<file path="src/hw/rtl/rpsmc_pkg.sv">
`default_nettype none

package rpsmc_pkg;

   // lattice geometry default
   localparam int SIDE_DEFAULT = 256;

   // field and datapath widths
   localparam int CELL_W     = 2;
   localparam int COORD_W    = 8;
   localparam int OP_W       = 2;
   localparam int KIND_W     = 3;
   localparam int RNG_W      = 31;
   localparam int WGT_W      = 24;
   localparam int OPD_W      = 26;
   localparam int MUL_W      = RNG_W + OPD_W;
   localparam int CSR_IDX_W  = 2;
   localparam int CSR_DATA_W = 31;
   localparam int REQ_DATA_W = 24;
   localparam int RSP_DATA_W = 40;
   localparam int RSP_USED_W = CELL_W + 4 * COORD_W;
   localparam int REQ_PAD_W  = REQ_DATA_W - 2 * COORD_W - CELL_W;
   localparam int RSP_PAD_W  = RSP_DATA_W - RSP_USED_W;

   // park-miller generator constants
   localparam logic [RNG_W-1:0] PM_MOD = 31'h7FFF_FFFF;
   localparam logic [OPD_W-1:0] PM_MUL = 26'd16807;

   // register reset values
   localparam logic [RNG_W-1:0] RESET_SEED = 31'd1;
   localparam logic [WGT_W-1:0] RESET_WP   = 24'd65536;
   localparam logic [WGT_W-1:0] RESET_WR   = 24'd65536;
   localparam logic [WGT_W-1:0] RESET_WX   = 24'd85899;

   // register indexes
   localparam logic [CSR_IDX_W-1:0] CSR_RNG_SEED = 2'd0;
   localparam logic [CSR_IDX_W-1:0] CSR_W_PRED   = 2'd1;
   localparam logic [CSR_IDX_W-1:0] CSR_W_REPR   = 2'd2;
   localparam logic [CSR_IDX_W-1:0] CSR_W_EXCH   = 2'd3;

   // operation codes
   localparam logic [OP_W-1:0] OP_WRITE = 2'd0;
   localparam logic [OP_W-1:0] OP_READ  = 2'd1;
   localparam logic [OP_W-1:0] OP_MOVE  = 2'd2;

   // cell contents
   localparam logic [CELL_W-1:0] CELL_EMPTY = 2'd0;
   localparam logic [CELL_W-1:0] CELL_SP1   = 2'd1;
   localparam logic [CELL_W-1:0] CELL_SP2   = 2'd2;
   localparam logic [CELL_W-1:0] CELL_SP3   = 2'd3;

   typedef enum logic [KIND_W-1:0] {
      KIND_ACCESS     = 3'd0,
      KIND_EMPTY_SITE = 3'd1,
      KIND_PREDATION  = 3'd2,
      KIND_REPRO      = 3'd3,
      KIND_EXCHANGE   = 3'd4,
      KIND_NO_CHANGE  = 3'd5
   } kind_type;

   // what the current random draw is for
   typedef enum logic [1:0] {
      DRAW_ROW = 2'd0,
      DRAW_COL = 2'd1,
      DRAW_DIR = 2'd2,
      DRAW_EVT = 2'd3
   } draw_type;

   // neighbour directions
   typedef enum logic [1:0] {
      DIR_ROW_INC = 2'd0,
      DIR_COL_INC = 2'd1,
      DIR_ROW_DEC = 2'd2,
      DIR_COL_DEC = 2'd3
   } dir_type;

   typedef enum logic [3:0] {
      ST_CLEAR,
      ST_IDLE,
      ST_ACCESS,
      ST_DRAW_MUL,
      ST_DRAW_RED,
      ST_DRAW_SCALE,
      ST_DRAW_TAKE,
      ST_SITE_RD,
      ST_SITE_CHK,
      ST_PART_RD,
      ST_PART_CAP,
      ST_WR_PART,
      ST_WR_SITE,
      ST_DONE
   } state_type;

   // controller to datapath
   typedef struct packed {
      logic     clr_wr;
      logic     take_req;
      logic     acc_go;
      logic     rng_mul;
      logic     rng_red;
      logic     scl_mul;
      logic     scl_take;
      logic     site_rd;
      logic     u1_cap;
      logic     part_rd;
      logic     u2_cap;
      logic     part_wr;
      logic     site_wr;
      logic     res_load;
      draw_type purpose;
   } cmd_type;

   // datapath to controller
   typedef struct packed {
      logic     clr_last;
      logic     site_empty;
      logic     dir_ok;
      logic     out_free;
      kind_type kind;
   } status_type;

endpackage

`default_nettype wire

</file>
<file path="src/hw/rtl/rpsmc_ctrl.sv">
`default_nettype none

module rpsmc_ctrl (
   input  logic                         clock,
   input  logic                         reset,
   input  logic                         req_tvalid,
   input  logic [rpsmc_pkg::OP_W-1:0]   req_op,
   output logic                         req_tready,
   input  rpsmc_pkg::status_type        status,
   output rpsmc_pkg::cmd_type           cmd
);

   import rpsmc_pkg::*;

   state_type state_ff, state_in;
   draw_type  purpose_ff, purpose_in;

   // control registers
   always_ff @(posedge clock) begin
      if (reset) begin
         state_ff   <= ST_CLEAR;
         purpose_ff <= DRAW_ROW;
      end else begin
         state_ff   <= state_in;
         purpose_ff <= purpose_in;
      end
   end

   // next state
   always_comb begin
      state_in   = state_ff;
      purpose_in = purpose_ff;
      case (state_ff)
         ST_CLEAR: begin
            if (status.clr_last) state_in = ST_IDLE;
         end
         ST_IDLE: begin
            if (req_tvalid) begin
               if (req_op == OP_MOVE) begin
                  state_in   = ST_DRAW_MUL;
                  purpose_in = DRAW_ROW;
               end else begin
                  state_in = ST_ACCESS;
               end
            end
         end
         ST_ACCESS:     state_in = ST_DONE;
         ST_DRAW_MUL:   state_in = ST_DRAW_RED;
         ST_DRAW_RED:   state_in = ST_DRAW_SCALE;
         ST_DRAW_SCALE: state_in = ST_DRAW_TAKE;
         ST_DRAW_TAKE: begin
            case (purpose_ff)
               DRAW_ROW: begin
                  state_in   = ST_DRAW_MUL;
                  purpose_in = DRAW_COL;
               end
               DRAW_COL: state_in = ST_SITE_RD;
               DRAW_DIR: state_in = status.dir_ok ? ST_PART_RD : ST_DRAW_MUL;
               DRAW_EVT: state_in = ST_WR_PART;
               default:  state_in = ST_IDLE;
            endcase
         end
         ST_SITE_RD: state_in = ST_SITE_CHK;
         ST_SITE_CHK: begin
            if (status.site_empty) begin
               state_in = ST_DONE;
            end else begin
               state_in   = ST_DRAW_MUL;
               purpose_in = DRAW_DIR;
            end
         end
         ST_PART_RD: state_in = ST_PART_CAP;
         ST_PART_CAP: begin
            state_in   = ST_DRAW_MUL;
            purpose_in = DRAW_EVT;
         end
         ST_WR_PART: begin
            state_in = (status.kind == KIND_EXCHANGE) ? ST_WR_SITE : ST_DONE;
         end
         ST_WR_SITE: state_in = ST_DONE;
         ST_DONE: begin
            if (status.out_free) state_in = ST_IDLE;
         end
         default: state_in = ST_IDLE;
      endcase
   end

   // commands
   always_comb begin
      cmd         = '0;
      cmd.purpose = purpose_ff;
      req_tready  = (state_ff == ST_IDLE);
      case (state_ff)
         ST_CLEAR:      cmd.clr_wr   = 1'b1;
         ST_IDLE:       cmd.take_req = req_tvalid;
         ST_ACCESS:     cmd.acc_go   = 1'b1;
         ST_DRAW_MUL:   cmd.rng_mul  = 1'b1;
         ST_DRAW_RED:   cmd.rng_red  = 1'b1;
         ST_DRAW_SCALE: cmd.scl_mul  = 1'b1;
         ST_DRAW_TAKE:  cmd.scl_take = 1'b1;
         ST_SITE_RD:    cmd.site_rd  = 1'b1;
         ST_SITE_CHK:   cmd.u1_cap   = 1'b1;
         ST_PART_RD:    cmd.part_rd  = 1'b1;
         ST_PART_CAP:   cmd.u2_cap   = 1'b1;
         ST_WR_PART: begin
            cmd.part_wr = status.kind inside {KIND_PREDATION, KIND_REPRO, KIND_EXCHANGE};
         end
         ST_WR_SITE:    cmd.site_wr  = 1'b1;
         ST_DONE:       cmd.res_load = status.out_free;
         default: ;
      endcase
   end

endmodule

`default_nettype wire

</file>
<file path="config.mk">
export PLATFORM = sky130hd
export DESIGN_NAME = rpsmc_ctrl
export DESIGN_NICKNAME = d
export VERILOG_FILES = /design/src/hw/rtl/rpsmc_pkg.sv /design/src/hw/rtl/rpsmc_ctrl.sv
export SDC_FILE = /design/constraint.sdc
export NUM_CORES = 1
export LEC_CHECK = 0
export BUFFER_PORTS_ARGS = -buffer_cell sky130_fd_sc_hd__buf_2
export CAP_MARGIN = 20
export CELL_PAD_IN_SITES_DETAIL_PLACEMENT = 1
export CELL_PAD_IN_SITES_GLOBAL_PLACEMENT = 1
export CORE_UTILIZATION = 29
export CTS_BUF_LIST = sky130_fd_sc_hd__clkbuf_8
export DETAILED_ROUTE_END_ITERATION = 12
export GPL_ROUTABILITY_DRIVEN = 0
export PLACE_DENSITY_LB_ADDON = 0.1
export SLEW_MARGIN = 40
export SYNTH_ARGS = -nofsm -noshare
export SYNTH_HDL_FRONTEND = slang
export SYNTH_SLANG_ARGS = --single-unit
</file>
<file path="constraint.sdc">
create_clock -name clock -period 1.3 [get_ports clock]
set_input_delay 0.13 -clock clock [delete_from_list [all_inputs] [get_ports clock]]
set_output_delay 0.13 -clock clock [all_outputs]
set_load 0.01 [all_outputs]
</file>
==> qor.txt, run 1 <==
Final Max Slew Viols -> 0
Most Frequent Cell on Critical Path -> a311oi_2
CTS tree -> built
Number of global-route vias before repair -> 807
Worst-path clk slew -> 0.04 ns
# DRC -> 0
Critical path peak fanout -> 4
Switching share of power -> 37.4%
DRT iter0 DRCs -> 11
Psw -> 0.479 mW
WP data required -> 1.45 ns
Fmax -> 673 MHz
Gate Count Post-Synth -> 82
Largest net degree at the start of global routing -> 10
Antenna-violating nets left -> 0
TritonCTS Buffers -> 3
DRT Wirelength -> 3220 um
Ys async rst share -> 0%
Fill cells -> 221
Worst path cell trace -> nor4b_4, a311oi_2, a311oi_2, mux2i_1
Critical path endpoint category -> flop
Number of warnings issued by yosys -> 0
1st-pass router iterations -> 3
Synth cell types -> 34
Final Critical Period -> 1.48 ns
Slew Limit Headroom -> 75.5%
Remaining global-route overflow -> 0
EDFF count, synth -> 0
Internal power -> 0.803 mW
DP HPWL -> 1730 um
Hold Crit Class -> input pin to flop
FF+latch count, synth -> 6
CP Class -> flop to flop
CP arrival -> 1.64 ns
Dpl cell area -> 925 um^2
Area growth, synth to finish -> 113%
Detailed-route via count -> 891
Buf/Inv on CP -> 0
Syn Area/Cell -> 7.54 um^2
Number of I/O pins -> 29
Clk pwr share -> 22.1%
Design area -> 0.00132 mm^2
CTS Hold Bufs -> 0
Final Hold Fails -> 0
# nets final -> 150
Tot GR Track Use -> 23.8%
Initial antenna violation count -> 0
Slowest cell delay on critical path -> 0.36 ns
Die area -> 0.00232 mm^2
Critical path launch point type -> flop
Site row count -> 16
Power Total -> 1.28 mW
Critical-path top delay cell -> dfxtp_4
Via/cell ratio -> 5.47
Clock H-tree levels -> 1
Endpoints failing setup -> 18
RSZ-0062 raised after global routing -> true
Clock skew -> 0.00646 ns
Register area share after synthesis -> 19.4%
Failing checks -> setup timing
Cell family with most CP delay -> compound AO/OA/AOI/OAI gates
Final worst-path cycle share -> 114%
Maxcap violations -> 0
Cells after DPL -> 151
Pleak -> 0.551 nW
Max IR drop VDD -> 0.000781 V
Die Y -> 48.2 um
First-pass GRT wire length -> 3740 um
Seq pwr share -> 18.4%
Worst setup margin -> -0.185 ns
Die width -> 48.2 um
Fin cells -> 163
I/O Buffers -> 28
Pwr Density -> 974 mW/mm^2
Sink Count -> 6
Starting Density -> 31.2%
CTS Buffer Depth -> 2
Cell Area, Synth -> 618 um^2
Logic gate share of total power -> 59.4%
Outcome -> finished, violations left
Dominant synthesized flop cell -> dfxtp_1
Skew-Pair Late Insertion Delay -> 0.23 ns
Post-place setup slack -> -0.136 ns
Share of layout cells above drive strength 1 -> 72.1%
Ant diodes -> 0
Worst Tran Pin Value -> 0.367 ns
Synth Net Count -> 94
Core Box Area -> 0.00198 mm^2
Post-DR wirelength/cell -> 19.7 um
Root Driver -> clkbuf_8
cell families (layout without fill, tap and decap cells):
group | count (synthesis) | after routing | share of synthesized area [%]
flops | 6 | 6 | 19.4
xor+xnor | 1 | 1 | 1.42
compound gates | 21 | 21 | 27.1
buf+inv | 11 | 65 | 8.50
mux | 2 | 2 | 3.24
simple gates | 41 | 41 | 40.3
what timing repair did:
action,CTS,global route
endpoints found under the hold margin,0,0
resized for setup,35,34
pin swaps,9,11
setup buffers,7,4
gates cloned,0,0
endpoints found under the setup margin,20,21
registers in the layout (all words and copies together) (netlist names):
register    flops
state_ff        4
purpose_ff      2
worst paths after layout:
kind	depth (start not counted)	startpoint	slack [ns]	to
max	4	state_ff[2]	-0.18	purpose_ff[1]
min	3	status[6]	0.16	state_ff[0]
max reg2reg	4	state_ff[2]	-0.18	purpose_ff[1]
min reg2reg	2	purpose_ff[1]	0.63	state_ff[3]
layout by cell type (no fill, tap or decap), drive strengths merged, types with 5 or more instances in the layout:
master	n
nand2	5
nor3	9
nor2	9
dfxtp	6
buf	56
nand2b	5
inv	6
routing by layer:
layer | GRT usage (%) | vias to the layer above | routed length (um)
met4 | 3.89 | 0 | 93
met1 | 29.7 | 449 | 1290
met2 | 41.9 | 27 | 1740
met3 | 5.56 | 8 | 97
li1 | - | 407 | -
met5 | 0 | - | 0
worst register-to-register path, delay by kind of cell, from the launching register on:
family           cells  cell delay [ns]
AO/OA/AOI/OAI        2             0.52
flip-flops           1             0.36
multiplexers         1             0.23
AND/OR/NAND/NOR      1             0.32
layout make-up:
type                            count  area (um^2)  share of cell area (%)
Sequential cell                     6          133                    10.1
Timing Repair Buffer               56          465                    35.4
Tap cell                           27         33.8                    2.57
Inverter                            6         30.0                    2.28
Clock buffer                        3         41.3                    3.14
Multi-Input combinational cell     65          613                    46.6
Yosys cell counts (3+ instances only):
| cell | instances | share of area, % |
|---|---|---|
| nor3_1 | 9 | 7.3 |
| a21oi_1 | 3 | 2.4 |
| inv_1 | 5 | 3.0 |
| nand2_1 | 5 | 3.0 |
| a211o_1 | 3 | 4.3 |
| dfxtp_1 | 6 | 19 |
| o22ai_1 | 3 | 3.0 |
| nand2b_1 | 5 | 5.1 |
| buf_2 | 3 | 2.4 |
| nor2_1 | 9 | 5.5 |
| nor3b_1 | 3 | 3.6 |
metrics by stage:
step	hold slack (ns)	util, %	TNS (ns)
3_5_place_dp	0.391	46.7	-0.549
3_3_place_gp	0.388	46.7	-0.252
2_1_floorplan	0.192	-	-0.205
5_1_grt	0.160	66.4	-2.98
4_1_cts	0.156	57.3	-1.33
6_report	0.156	66.4	-1.89
power groups by stage:
stage                     sequential [mW]  combinational (mW)  clock [mW]
after global routing                0.238               0.804       0.306
after floorplan                     0.218               0.272           0
after detailed placement            0.229               0.459           0
final                               0.236               0.762       0.284
after global placement              0.227               0.451           0
after CTS                           0.232               0.591       0.288
Power figures use the tool's default switching activity.
==> run 2, diff against run 1 <==
==> constraint.sdc (replaced) <==
create_clock -name clock -period 1.3 [get_ports clock]
set_input_delay 0.26 -clock clock [delete_from_list [all_inputs] [get_ports clock]]
set_output_delay 0.26 -clock clock [all_outputs]
set_load 0.01 [all_outputs]
==> run 2 against run 1 <==
The run still ends with setup timing left. Critical path depth grew 1. Routed wire length shrank 11%. Register-to-register slack is essentially flat. Core utilization shrank 4.9 points. Clock power is essentially flat. Combinational power shrank 13%. Sequential share of layout area grew 1.0 points. First-iteration DRC count shrank 9.1%. Count of clock-buffer cells in the layout is the same. Flip-flop and latch count is the same. Largest power group unchanged. Highest routed layer unchanged.
==> qor.txt, run 2 (synthesized netlist as in run 1, its figures left out) <==
Final Max Slew Viols -> 0 (unchanged)
Worst path cell trace -> buf_6, buf_8, nand2b_4, nor2_1, buf_2
I/O Buffers -> 28 (unchanged)
Critical-path top delay cell -> dfxtp_4
1st-pass router iterations -> 4 (+1)
Root Driver -> clkbuf_8
RSZ-0062 raised after global routing -> true
Core Box Area -> 0.00198 mm^2 (unchanged)
Critical path peak fanout -> 7 (+3)
WP data required -> 1.04 ns (-0.41 ns)
Hold Crit Depth -> 3 (unchanged)
Worst-path clk slew -> 0.04 ns (about the same)
Post-DR wirelength/cell -> 17.5 um (-11%)
DRT Wirelength -> 2850 um (-11%)
Fill cells -> 242 (+9.5%)
Fin cells -> 163 (unchanged)
Buf/Inv on CP -> 3 (+3)
DP HPWL -> 1670 um (-3.4%)
Ant diodes -> 0 (unchanged)
Initial antenna violation count -> 0 (unchanged)
Leading cell types in the layout, fill and taps excluded -> buf_2 (27), buf_4 (19), buf_6 (8)
Final Hold Fails -> 0 (unchanged)
DRT iter0 DRCs -> 10 (-1)
Critical path endpoint category -> output port
CTS Buffer Depth -> 2 (unchanged)
CTS Hold Bufs -> 0 (unchanged)
Flip-flop count of the largest register after layout -> 4 (unchanged)
TritonCTS Buffers -> 3 (unchanged)
Cell family with most CP delay -> buffers and inverters
Sink Count -> 6 (unchanged)
CP arrival -> 1.29 ns (-0.35 ns)
Antenna-violating nets left -> 0 (unchanged)
Clock skew -> 0.00407 ns (-0.00239 ns)
Tot GR Track Use -> 23.6% (-0.13 points)
Core Util, Final -> 61.5% (-4.9 points)
Die area -> 0.00232 mm^2 (unchanged)
Area growth, synth to finish -> 97.2%
HP Start -> status[6]
Die Y -> 48.2 um (unchanged)
Final Critical Period -> 1.55 ns (+0.0677 ns)
Slowest cell delay on critical path -> 0.37 ns (about the same)
Via/cell ratio -> 5.26 (-3.8%)
Cells after DPL -> 149 (-1.3%)
Slew Limit Headroom -> 77.4% (+1.9 points)
Pleak -> 0.553 nW (+0.37%)
Reg area -> 135 um^2 (+1.9%)
Detailed-route via count -> 857 (-3.8%)
Failing checks -> setup timing
Clock H-tree levels -> 1 (unchanged)
R2r endpoint -> purpose_ff[1]
Multi-input combinational cell area -> 577 um^2 (-5.9%)
Reg2reg path depth -> 5 (+1)
Critical path launch point type -> flop
Most common cell after layout, fill and taps aside -> buf_2
Final worst-path cycle share -> 119% (+5.2 points)
Number of I/O pins -> 29 (unchanged)
Max IR drop VDD -> 0.000667 V (-15%)
Largest register by flop count -> state_ff
Outcome -> finished, violations left
Reg2reg start -> state_ff[3]
CTS tree -> built
Site row count -> 16 (unchanged)
Die width -> 48.2 um (unchanged)
Remaining global-route overflow -> 0 (unchanged)
Pwr Density -> 981 mW/mm^2 (+0.68%)
Largest net degree at the start of global routing -> 9 (-1)
Share of layout cells above drive strength 1 -> 67.6% (-4.4 points)
CP Class -> flop to output port
Worst setup margin -> -0.253 ns (-0.0677 ns)
Hold Crit Class -> input pin to flop
Maxcap violations -> 0 (unchanged)
First-pass GRT wire length -> 3640 um (-2.6%)
Endpoints failing setup -> 19 (+1)
Number of global-route vias before repair -> 775 (-4.0%)
Worst Hold Endpoint -> state_ff[0]
Skew-Pair Late Insertion Delay -> 0.22 ns (about the same)
WHS -> 0.289 ns (+0.133 ns)
Fmax -> 644 MHz (-4.4%)
Biggest regs -> state_ff: 4 flops, purpose_ff: 2 flops
Worst Tran Pin Value -> 0.339 ns (-0.0274 ns)
# DRC -> 0 (unchanged)
Post-place setup slack -> -0.176 ns (-0.0397 ns)
R2R setup slack -> -0.19 ns (about the same)
Starting Density -> 31.2% (unchanged)
# nets final -> 150 (unchanged)
-- run 2: cell types whose count changed in the layout (fill, tap and decap cells not counted), sizes merged --
cell,change
clkinvlp,+1
inv,-1
-- run 2: worst max-delay path by stage --
stage | startpoint | endpoint | cells after the start
3_5_place_dp | state_ff[0] | purpose_ff[1] | 4
4_1_cts | state_ff[3] | purpose_ff[1] | 5
6_report | state_ff[0] | cmd[13] | 5
3_3_place_gp | state_ff[2] | state_ff[0] | 5
5_1_grt | state_ff[0] | cmd[13] | 5
2_1_floorplan | state_ff[2] | purpose_ff[0] | 4
-- run 2: what timing repair did --
item	CTS	global route
setup endpoints to repair	21	21
pin swaps	8	7
resized for setup	27	23
setup buffers	9	2
-- run 2: final cells by class --
type	instances	share of cell area [%]
Clock buffer	3	3.39
Multi-Input combinational cell	65	47.3
Inverter	6	2.77
Sequential cell	6	11.1
Tap cell	27	2.77
Timing Repair Buffer	56	32.6
-- run 2: power by group --
part | internal, mW | total (mW) | switching, mW | leakage, nW
Combinational | 0.357 | 0.666 | 0.309 | 0.480
Clock | 0.199 | 0.285 | 0.0859 | 0.0216
Sequential | 0.205 | 0.244 | 0.0391 | 0.0516
-- run 2: metrics by stage --
| step | TNS [ns] | cell area (um^2) | power (mW) |
|---|---|---|---|
| global route | -3.56 | 1220 | 1.25 |
| detailed placement | -0.693 | 902 | 0.682 |
| CTS | -2.61 | 1100 | 1.09 |
| finish | -2.78 | 1220 | 1.20 |
| global placement | -0.278 | 902 | 0.669 |
| floorplan | -0.213 | 631 | 0.491 |
-- run 2: worst register-to-register path, stage by stage (launching register included) --
cell	delay, ns
dfxtp_4	0.36
nor4b_4	0.28
buf_4	0.16
a311oi_4	0.10
a311oi_2	0.29
mux2i_1	0.22
-- run 2: per-layer routing --
layer	up-vias	wire length, um	global-route usage (%)
met5	-	0	0
met4	0	68	10.0
met3	6	85	3.70
met2	25	1480	38.4
met1	419	1220	30.9
li1	407	-	-
==> run 3, diff against run 2 <==
- REMOVE_ABC_BUFFERS: not set -> 1
==> run 3 against run 2 <==
The run still ends with setup timing left. Largest power group unchanged. Cell area grew 10%. Global-route usage grew 3.2 points. Power grew 7.3%. Clock skew is 0.0026 ns higher. Worst setup slack worse by 0.14 ns. Count of clock-buffer cells in the layout did not move. Clock power down 1%. First-iteration DRC count up 100%. Core utilization is 6.3 points higher. Sequential share of layout area down 1.0 points.
==> qor.txt, run 3 (synthesized netlist as in run 1, its figures left out) <==
Maxcap violations -> 0 (unchanged)
Max IR drop VDD -> 0.000579 V (-13%)
Share of layout cells above drive strength 1 -> 74.3% (+6.7 points)
CP arrival -> 1.83 ns (+0.54 ns)
Post-DR wirelength/cell -> 21.4 um (+22%)
Most common cell after layout, fill and taps aside -> buf_4
Fill cells -> 225 (-7.0%)
Detailed-route via count -> 959 (+12%)
Sink Count -> 6 (unchanged)
Skew-Pair Late Insertion Delay -> 0.22 ns (about the same)
Outcome -> finished, violations left
CTS Buffer Depth -> 2 (unchanged)
Failing checks -> setup timing
Area growth, synth to finish -> 117%
# nets final -> 162 (+8.0%)
Core Box Area -> 0.00198 mm^2 (unchanged)
Clock H-tree levels -> 1 (unchanged)
Ant diodes -> 0 (unchanged)
Via/cell ratio -> 5.48 (+4.2%)
WP data required -> 1.43 ns (+0.39 ns)
DP HPWL -> 1700 um (+2.1%)
Final Hold Fails -> 0 (unchanged)
Pwr Density -> 954 mW/mm^2 (-2.7%)
First-pass GRT wire length -> 4100 um (+12%)
Initial antenna violation count -> 0 (unchanged)
Remaining global-route overflow -> 0 (unchanged)
Critical path launch point type -> flop
DRT iter0 DRCs -> 20 (+10)
Most Frequent Cell on Critical Path -> a311oi_2
Die width -> 48.2 um (unchanged)
Pleak -> 0.619 nW (+12%)
Final Critical Period -> 1.70 ns (+0.144 ns)
Slowest cell delay on critical path -> 0.44 ns (+0.07 ns)
Hold Crit Class -> input pin to flop
Endpoints failing setup -> 21 (+2)
Number of I/O pins -> 29 (unchanged)
Critical-path top delay cell -> a311oi_2
Largest net degree at the start of global routing -> 9 (unchanged)
RSZ-0062 raised after global routing -> true
WHS -> 0.296 ns (+0.00726 ns)
CTS tree -> built
Slew Limit Headroom -> 72.7% (-4.7 points)
Critical path endpoint category -> flop
Number of global-route vias before repair -> 834 (+7.6%)
Site row count -> 16 (unchanged)
Leading cell types in the layout, fill and taps excluded -> buf_4 (28), buf_2 (26), buf_6 (12)
Worst Tran Pin Value -> 0.409 ns (+0.0701 ns)
Critical path peak fanout -> 6 (-1)
Flip-flop count of the largest register after layout -> 4 (unchanged)
# DRC -> 0 (unchanged)
1st-pass router iterations -> 4 (unchanged)
DRT Wirelength -> 3750 um (+31%)
Buf/Inv on CP -> 0 (-3)
Worst path cell trace -> nor4b_4, a311oi_2, a311oi_2, mux2i_1
Clock skew -> 0.00668 ns (+0.00261 ns)
Root Driver -> clkbuf_8
CP Class -> flop to flop
Starting Density -> 31.2% (unchanged)
Biggest regs -> state_ff: 4 flops, purpose_ff: 2 flops
Power Total -> 1.28 mW (+7.3%)
Final Max Slew Viols -> 0 (unchanged)
Worst setup margin -> -0.397 ns (-0.144 ns)
Die area -> 0.00232 mm^2 (unchanged)
Tot GR Track Use -> 26.8% (+3.2 points)
I/O Buffers -> 28 (unchanged)
Antenna-violating nets left -> 0 (unchanged)
Final worst-path cycle share -> 131% (+11 points)
Largest register by flop count -> state_ff
Worst-path clk slew -> 0.04 ns (about the same)
Fmax -> 589 MHz (-8.5%)
Die Y -> 48.2 um (unchanged)
Cell family with most CP delay -> compound AO/OA/AOI/OAI gates
TritonCTS Buffers -> 3 (unchanged)
==> run 3: changes by cell type in the layout (fill, tap and decap cells not counted), sizes merged <==
| cell | change |
|---|---|
| inv | +1 |
| buf | +12 |
| clkinvlp | -1 |
==> run 3: per-layer routing <==
metal / wire length, um / GRT usage, % / up-vias
met2: 1990 / 47.2 / 45
met1: 1420 / 32.7 / 465
met5: 0 / 0 / -
met4: 163 / 10.6 / 0
met3: 171 / 3.33 / 14
li1: - / - / 435
==> run 3: worst paths after layout <==
| check | start | to | slack [ns] | cells after the start |
|---|---|---|---|---|
| setup / recovery | state_ff[2] | purpose_ff[0] | -0.40 | 4 |
| hold / removal | status[6] | state_ff[0] | 0.30 | 3 |
| setup reg to reg | state_ff[2] | purpose_ff[0] | -0.40 | 4 |
| hold reg to reg | purpose_ff[0] | state_ff[1] | 0.63 | 2 |
==> run 3: layout make-up <==
cell class              count  area (um^2)  share of cell area (%)
well taps                  27         33.8                    2.51
flip-flops and latches      6          135                    10.1
inverters                   6         32.5                    2.42
clock buffers               3         41.3                    3.07
repair buffers             68          510                    38.0
multi-input cells          65          591                    43.9
==> run 3: stage by stage <==
step	instances	instance area, um^2	setup WS (ns)	setup TNS (ns)	utilization (%)
2_1_floorplan	77	588	-0.404	-1.27	-
3_3_place_gp	153	920	-0.211	-1.72	46.4
3_5_place_dp	153	920	-0.257	-2.39	46.4
4_1_cts	170	1240	-0.231	-2.40	62.6
5_1_grt	175	1340	-0.390	-4.64	67.8
6_report	175	1340	-0.397	-3.75	67.8
==> run 3: power by group <==
part | internal (mW) | switching, mW
Clock | 0.199 | 0.0816
Combinational | 0.389 | 0.362
Sequential | 0.205 | 0.0462
==> run 3: tightest hold or removal path: cells and delay by family <==
kind | cells | cell delay [ns]
AO/OA/AOI/OAI | 1 | 0.06
buffers and inverters | 2 | 0.16
==> run 3: what timing repair did <==
| item | 4_1_cts | 5_1_grt |
|---|---|---|
| gates resized for setup | 49 | 16 |
| buffers inserted | 14 | 5 |
| pin swaps | 14 | 8 |
| hold buffers | 0 | 0 |
| setup endpoints to repair | 21 | 21 |
